File: config.mk
export PLATFORM = sky130hd
export DESIGN_NAME = tccw_sweep
export DESIGN_NICKNAME = d
export VERILOG_FILES = /design/src/design/tccw_pkg.sv /design/src/design/tccw_sweep.sv
export SDC_FILE = /design/constraint.sdc
export NUM_CORES = 1
export LEC_CHECK = 0
export ABC_AREA = 1
export BUFFER_PORTS_ARGS = -buffer_cell sky130_fd_sc_hd__buf_2
export CAP_MARGIN = 20
export CORE_MARGIN = 8
export CORE_UTILIZATION = 38
export DETAILED_ROUTE_END_ITERATION = 16
export PLACE_DENSITY_LB_ADDON = 0.15
export SLEW_MARGIN = 20
export SYNTH_ARGS = -nofsm -noshare
export SYNTH_HDL_FRONTEND = slang
export SYNTH_SLANG_ARGS = --single-unit
File: constraint.sdc
create_clock -name clk -period 2.05 [get_ports clk]
set_input_delay 0 -clock clk [delete_from_list [all_inputs] [get_ports clk]]
set_output_delay 0 -clock clk [all_outputs]
set_load 0.1 [all_outputs]
File: src/design/tccw_pkg.sv
// Shared types and constants for the text console cell writer.
`timescale 1ns / 1ps
package tccw_pkg;

  // Width of the comparison path for rows and columns (covers up to 256 columns).
  localparam int SPAN_W = 9;
  typedef logic [SPAN_W-1:0] span_t;

  // Item function codes.
  localparam logic [1:0] FUNC_PUT   = 2'd0;
  localparam logic [1:0] FUNC_MOVE  = 2'd1;
  localparam logic [1:0] FUNC_READ  = 2'd2;
  localparam logic [1:0] FUNC_CLEAR = 2'd3;

  // Control bytes and the printable range.
  localparam logic [7:0] CH_LF    = 8'h0A;
  localparam logic [7:0] CH_CR    = 8'h0D;
  localparam logic [7:0] CH_FIRST = 8'h20;
  localparam logic [7:0] CH_LAST  = 8'h7E;

  // Configuration register indexes and reset values.
  localparam logic       REG_WIDTH  = 1'b0;
  localparam logic       REG_HEIGHT = 1'b1;
  localparam logic [7:0] WIDTH_RST  = 8'd80;
  localparam logic [6:0] HEIGHT_RST = 7'd24;

  typedef enum logic [1:0] {
    SW_IDLE,
    SW_CLEAR,
    SW_COPY,
    SW_BLANK
  } sweep_state_t;

  typedef struct packed {
    logic start;
    logic scroll;
  } sweep_cmd_t;

  typedef struct packed {
    logic active;
    logic finish;
  } sweep_stat_t;

endpackage

File: src/design/tccw_sweep.sv
// Store walker: clearing pass and one-line scroll with read-modify-write pipelining.
`timescale 1ns / 1ps
module tccw_sweep
  import tccw_pkg::*;
#(
  parameter int ROW_W = 6,
  parameter int COL_W = 7
) (
  input  logic                     clk,
  input  logic                     rst,
  input  sweep_cmd_t               cmd,
  input  logic [ROW_W-1:0]         last_row,
  input  logic [7:0]               rdata,
  output sweep_stat_t              stat,
  output logic                     we,
  output logic [ROW_W+COL_W-1:0]   waddr,
  output logic [7:0]               wdata,
  output logic [ROW_W+COL_W-1:0]   raddr
);

  localparam int AW = ROW_W + COL_W;
  localparam logic [AW-1:0] ROW_STEP = AW'(1) << COL_W;

  sweep_state_t     state, state_next;
  logic [AW-1:0]    cnt, cnt_next;
  logic [ROW_W-1:0] row_last, row_last_next;
  logic             pend_valid, pend_valid_next;
  logic [AW-1:0]    pend_addr, pend_addr_next;

  always_ff @(posedge clk) begin
    if (rst) begin
      state      <= SW_CLEAR;
      cnt        <= '0;
      pend_valid <= 1'b0;
    end else begin
      state      <= state_next;
      cnt        <= cnt_next;
      pend_valid <= pend_valid_next;
    end
    row_last  <= row_last_next;
    pend_addr <= pend_addr_next;
  end

  always_comb begin
    state_next      = state;
    cnt_next        = cnt;
    row_last_next   = row_last;
    pend_valid_next = 1'b0;
    pend_addr_next  = pend_addr;
    stat.active     = (state != SW_IDLE);
    stat.finish     = 1'b0;
    raddr           = cnt + ROW_STEP;
    // a copied cell read last cycle takes the write port first
    we              = pend_valid;
    waddr           = pend_addr;
    wdata           = rdata;

    case (state)
      SW_IDLE: begin
        if (cmd.start) begin
          cnt_next      = '0;
          row_last_next = last_row;
          state_next    = cmd.scroll ? SW_COPY : SW_CLEAR;
        end
      end
      SW_CLEAR: begin
        we       = 1'b1;
        waddr    = cnt;
        wdata    = 8'd0;
        cnt_next = cnt + AW'(1);
        if (cnt == {AW{1'b1}}) begin
          stat.finish = 1'b1;
          state_next  = SW_IDLE;
        end
      end
      SW_COPY: begin
        if (cnt[AW-1:COL_W] == row_last) begin
          state_next = SW_BLANK;
        end else begin
          pend_valid_next = 1'b1;
          pend_addr_next  = cnt;
          cnt_next        = cnt + AW'(1);
        end
      end
      SW_BLANK: begin
        if (!pend_valid) begin
          we       = 1'b1;
          waddr    = cnt;
          wdata    = 8'd0;
          cnt_next = cnt + AW'(1);
          if (cnt[COL_W-1:0] == {COL_W{1'b1}}) begin
            stat.finish = 1'b1;
            state_next  = SW_IDLE;
          end
        end
      end
      default: begin
        state_next = SW_IDLE;
      end
    endcase
  end

endmodule

==> results of run 1 <==
-- tightest hold or removal path, delay by kind of cell --
family                 cells  cell delay (ns)
buffers and inverters      1             0.11
AOI/OAI and AO/OA          1             0.06
and+or+nand+nor            1             0.09
-- metrics by stage --
| stage | TNS, ns | power [µW] | instance area [µm²] |
|---|---|---|---|
| final | 0 | 3781 | 2969 |
| after global routing | -0.003536 | 3953 | 2969 |
| after CTS | 0 | 3804 | 2954 |
| after detailed placement | 0 | 3144 | 2774 |
| after global placement | 0 | 3135 | 2774 |
| after floorplan | -3.043 | 2459 | 2153 |
-- sequential cells by signal, indices dropped and copies added, names as in the netlist --
register	count
cnt	13
pend_addr	13
pend_valid	1
row_last	6
state	2
-- routing by layer --
| metal | global-route usage, % | up-vias | part of all wire, % |
|---|---|---|---|
| met2 | 23.25 | 65 | 47 |
| met3 | 3.741 | 5 | 5.8 |
| met5 | 0 | - | 0 |
| li1 | - | 1032 | - |
| met1 | 17.50 | 906 | 46 |
| met4 | 5.409 | 0 | 1.3 |
-- logic make-up after synthesis --
| family | synth area share [%] |
|---|---|
| AO/OA/AOI/OAI | 7.288 |
| XOR/XNOR | 2.509 |
| adder cells (fa/ha/maj) | 1.195 |
| buffers and inverters | 12.49 |
| flip-flops | 42.53 |
| AND/OR/NAND/NOR | 33.99 |
-- power by group --
group          total [µW]  leakage, µW  internal [µW]  switching (µW)
Sequential            869     0.000294            811            58.2
Combinational        2270     0.000958            637            1630
Clock                 647    0.0000612            393             253
-- synth_stat cells, drive strengths merged --
cell / n
a21oi: 14
nand4: 8
clkbuf: 3
inv: 40
nor3: 2
o21ai: 15
nand3: 27
edfxtp: 19
clkinv: 1
xor2: 6
buf: 14
dfxtp: 16
nor2: 36
ha: 2
nand2: 89
-- final cells by class --
cell class	instances	area, µm²	area share, %
clock inverter	2	35.03	1.180
multi-input combinational	199	1008	33.97
timing repair buffer	67	703.2	23.68
clock buffer	6	82.58	2.781
inverter	41	157.7	5.310
sequential	35	892.1	30.05
tap	72	90.09	3.034
-- final timing paths --
kind / cells after the start / startpoint / end
setup reg to reg: 6 / cnt[12] / pend_addr[11]
hold reg to reg: 2 / cnt[9] / cnt[9]
setup / recovery: 7 / state[0] / wdata[5]
hold / removal: 3 / cmd[0] / state[1]
-- timing repair --
item | 4_1_cts | 5_1_grt
resized for setup | 1 | 5
endpoints found under the hold margin | 6 | 0
hold buffers | 6 | 0
endpoints found under the setup margin | 1 | 8
==> flow_metrics.tcl, run 1 <==
set metrics [dict create \
    status "finished, final reports clean" \
    max_freq_mhz 539.7 \
    final_cell_mix "nand2_1 (87), inv_1 (33), buf_2 (31)" \
    grt_setup_unrepaired "yes" \
    crit_type "reg2out" \
    fin_nets 369 \
    worst-r2r-setup-slack_ns 0.23 \
    die_w_um 90.24 \
    fin_ws_ns 0.1972 \
    crit_buf_inv 3 \
    die_y_um 90.24 \
    dieArea_um2 8143 \
    grt_use_total_pct 14.25 \
    slew_headroom_pct 57.89 \
    cts_setup_buffers 0 \
    setup_violations 0 \
    syn2layout_area_growth_pct 41.76 \
    dp_slack_ns 0.2532 \
    final_common_cell "nand2_1" \
    worstSkewPairLatency_ns 0.29 \
    wirelength_um 5630 \
    ant_nets 0 \
    worstPathRequired_ns 2.05 \
    dp.cells 408 \
    syn-instance-count 292 \
    cts_root_buffer "clkbuf_8" \
    crit_top_cell "nand2_1" \
    worstPathCellList "nand2_1 -> inv_2 -> nand2_1 -> nand2_1 -> clkinvlp_4 -> nor2_1 -> buf_12" \
    power_density_nw_per_um2 1274 \
    vdd_drop_max_mv 0.8116 \
    cp-end-kind "output pin" \
    drc_errors 0 \
    wl_per_cell_um 13.34 \
    drt_pass1_iterations 4 \
    rows 27 \
    ys_seq_elements 35 \
    crit_fanout 9 \
    cts-htree-levels 2 \
    slowest_delay_ns 0.43 \
    drive_above_1_share_pct 29.43 \
    yosysTopAreaCell "edfxtp_1" \
    cp_slowest_cell "dfxtp_1" \
    cts_buffers 5 \
    vias 2008 \
    min_period_ns 1.853 \
    yosysWarnings 0 \
    drt_iter0_drc 154 \
    synth_area_leaders "edfxtp_1 (27%), nand2_1 (16%), dfxtp_1 (15%), nand3_1 (6.5%), inv_1 (5.9%)" \
    num_antenna_cells 0 \
    cap_violations 0 \
    finalNonFillerCells 422 \
    initial_core_util_pct 38.75 \
    cts_tree "yes" \
    num_io_pins 55 \
    synth_cell_types 25 \
    utilization_pct 54.93 \
    fill_cells 526 \
    synth.net_count 312 \
    synth_top_area_share_pct 27.24 \
    clockBufferDepth 2 \
    antenna_found_initial 0 \
    hold_class "in2reg" \
    slew_viol_final 0 \
    gp_congestion 0.8614 \
    cts.sinks 35 \
    critPathLaunchType "flop" \
    crit_family "simple AND/OR/NAND/NOR gates" \
    viasPerCell 4.758 \
    hpwl_um 4255 \
    ys_seq_area_share_pct 42.53 \
    min_period_over_period_pct 90.38 \
    worst-endpoint-arrival_ns 1.85 \
    worstMarginPinSlew_ns 0.6309 \
    overflow 0 \
    path_clk_slew_ns 0.07 \
    syn_area_per_cell_um2 7.173 \
    grt_max_degree 15 \
    core_area_um2 5405 \
    grt_pass1_vias 1931 \
    netlist_area_um2 2095 \
    clock_skew_ns 0.005676 \
    p_leak_uw 0.001313 \
    io_buffers 54 \
    hold_viol 0 \
    whs_ns 0.01857 \
    grt_first_pass_wirelength_um 9453 \
]
Power figures use the tool's default switching activity.
==> inputs of run 2 (changes only) <==
--- a/config.mk
+++ b/config.mk
@@ -11,6 +11,7 @@
 export CORE_MARGIN = 8
 export CORE_UTILIZATION = 38
 export DETAILED_ROUTE_END_ITERATION = 16
+export HOLD_SLACK_MARGIN = 0.03
 export PLACE_DENSITY_LB_ADDON = 0.15
 export SLEW_MARGIN = 20
 export SYNTH_ARGS = -nofsm -noshare
==> constraint.sdc (replaced) <==
create_clock -name clk -period 2.05 [get_ports clk]
set_input_delay 0.1025 -clock clk [delete_from_list [all_inputs] [get_ports clk]]
set_output_delay 0.1025 -clock clk [all_outputs]
set_load 0.1 [all_outputs]
==> flow_metrics.tcl, run 2 (synthesized netlist as in run 1, its figures left out) <==
set metrics [dict create \
    p_leak_uw 0.001326 \
    cts_buffers 5 \
    hpwl_um 4224 \
    wl_met1_um 2552 \
    path_clk_slew_ns 0.07 \
    worst-r2r-setup-slack_ns 0.27 \
    worstMarginPinSlew_ns 0.6326 \
    wl_per_cell_um 13.28 \
    clock_skew_ns 0.005350 \
    initial_core_util_pct 38.75 \
    worstReg2RegEnd "pend_addr[1]" \
    final_cell_mix "nand2_1 (86), inv_1 (33), buf_2 (31)" \
    status "finished, final reports clean" \
    cp-end-kind "output pin" \
    min_period_over_period_pct 94.68 \
    grt_first_pass_wirelength_um 9301 \
    ant_nets 0 \
    ff2ff_path_depth 6 \
    gp_congestion 0.9315 \
    slew_viol_final 0 \
    drive_above_1_share_pct 28.61 \
    io_buffers 54 \
    drc_errors 0 \
    rows 27 \
    cts_tree "yes" \
    cap_violations 0 \
    hold_class "in2reg" \
    worstSkewPairLatency_ns 0.29 \
    worstPathCellList "buf_4 -> nand2_1 -> nor3_1 -> buf_4 -> nand4_1 -> nand2_1 -> buf_12" \
    vias 2054 \
    die_w_um 90.24 \
    min_period_ns 1.941 \
    viasPerCell 4.833 \
    largestRegisters "cnt (13), pend_addr (13), row_last (6)" \
    syn2layout_area_growth_pct 42.83 \
    drt_pass1_iterations 4 \
    worstPathRequired_ns 1.95 \
    dr_wl_met2_um 2564 \
    cts.sinks 35 \
    utilization_pct 55.35 \
    vdd_drop_max_mv 0.7197 \
    met3_wirelength_um 426 \
    hold_depth 3 \
    fill_cells 509 \
    die_y_um 90.24 \
    crit_fanout 5 \
    reg2reg_from "cnt[11]" \
    core_area_um2 5405 \
    min_from "cmd[0]" \
    max_freq_mhz 515.2 \
    slowest_delay_ns 0.43 \
    cp_slowest_cell "dfxtp_1" \
    final_common_cell "nand2_1" \
    fin_nets 372 \
    crit_family "simple AND/OR/NAND/NOR gates" \
    crit_buf_inv 3 \
    drt_iter0_drc 113 \
    dieArea_um2 8143 \
    crit_type "reg2out" \
    clockBufferDepth 2 \
    worst-endpoint-arrival_ns 1.84 \
    finalNonFillerCells 425 \
    num_io_pins 55 \
    cts-htree-levels 2 \
    highest_layer "met4" \
    whs_ns 0.1213 \
    cts_root_buffer "clkbuf_8" \
    slew_headroom_pct 57.78 \
    hold_end "state[1]" \
    grt_max_degree 15 \
    power_density_nw_per_um2 1213 \
    dp.cells 411 \
    finalSetupTns_ns 0 \
    grt_use_total_pct 13.94 \
    antenna_found_initial 0 \
    num_antenna_cells 0 \
    wirelength_um 5645 \
    critPathLaunchType "flop" \
    grt_setup_unrepaired "no" \
    hold_viol 0 \
    grt_pass1_vias 1961 \
    overflow 0 \
    setup_violations 0 \
    power.total_uw 3628 \
]
run 2: changes by cell type in the layout (fill, tap and decap cells not counted), sizes merged:
cell      delta
buf          +4
clkinvlp     -1
clkbuf       -2
clkinv       +3
bufinv       -1
run 2: cell type report:
cell class	count	area, µm²	area share [%]
Sequential cell	35	892.1	29.82
Clock buffer	5	68.82	2.300
Timing Repair Buffer	70	763.2	25.51
Clock inverter	3	15.01	0.5019
Multi-Input combinational cell	199	1007	33.67
Inverter	41	155.1	5.186
Tap cell	72	90.09	3.011
run 2: per-stage QoR:
step | worst slack, ns | instance area [µm²]
final | 0.1090 | 2992
after global routing | 0.006781 | 2992
after CTS | 0.1016 | 2985
after detailed placement | 0.1294 | 2838
after global placement | 0.2132 | 2838
after floorplan | -0.3573 | 2152
run 2: worst max-delay path by stage:
stage	startpoint	slack (ns)	endpoint	cells after the start
after floorplan	state[0]	-0.36	waddr[0]	7
after global placement	state[0]	0.21	waddr[2]	8
after detailed placement	state[0]	0.13	wdata[6]	7
after CTS	cnt[8]	0.10	raddr[11]	5
after global routing	cnt[10]	0.007	stat[0]	7
final	cnt[10]	0.11	stat[0]	7
run 2: repair_timing:
item                       in CTS  in global routing
pin swaps                       0                  0
resized for setup               2                  2
setup endpoints to repair       9                  3
hold endpoints to repair        6                  0
hold buffers                    6                  0
setup buffers                   0                  0
run 2: where the power goes:
group	switching, µW	internal (µW)	total [µW]
clock network	250	232	483
logic	1620	650	2270
registers	61.0	811	872
total	1930	1690	3630
run 2: layer usage:
| layer | up-vias | global-route usage [%] |
|---|---|---|
| li1 | 1039 | - |
| met1 | 926 | 16.92 |
| met2 | 80 | 22.27 |
| met3 | 9 | 4.489 |
| met4 | 0 | 5.548 |
| met5 | - | 0 |
run 2: worst register-to-register path, stage by stage, from the launching register on:
cell and delay [ns]:
dfxtp_1 0.50, nand2_1 0.11, nand2_2 0.09, nor2_4 0.05, nand3_1 0.08, nand2_1 0.09, inv_1 0.50
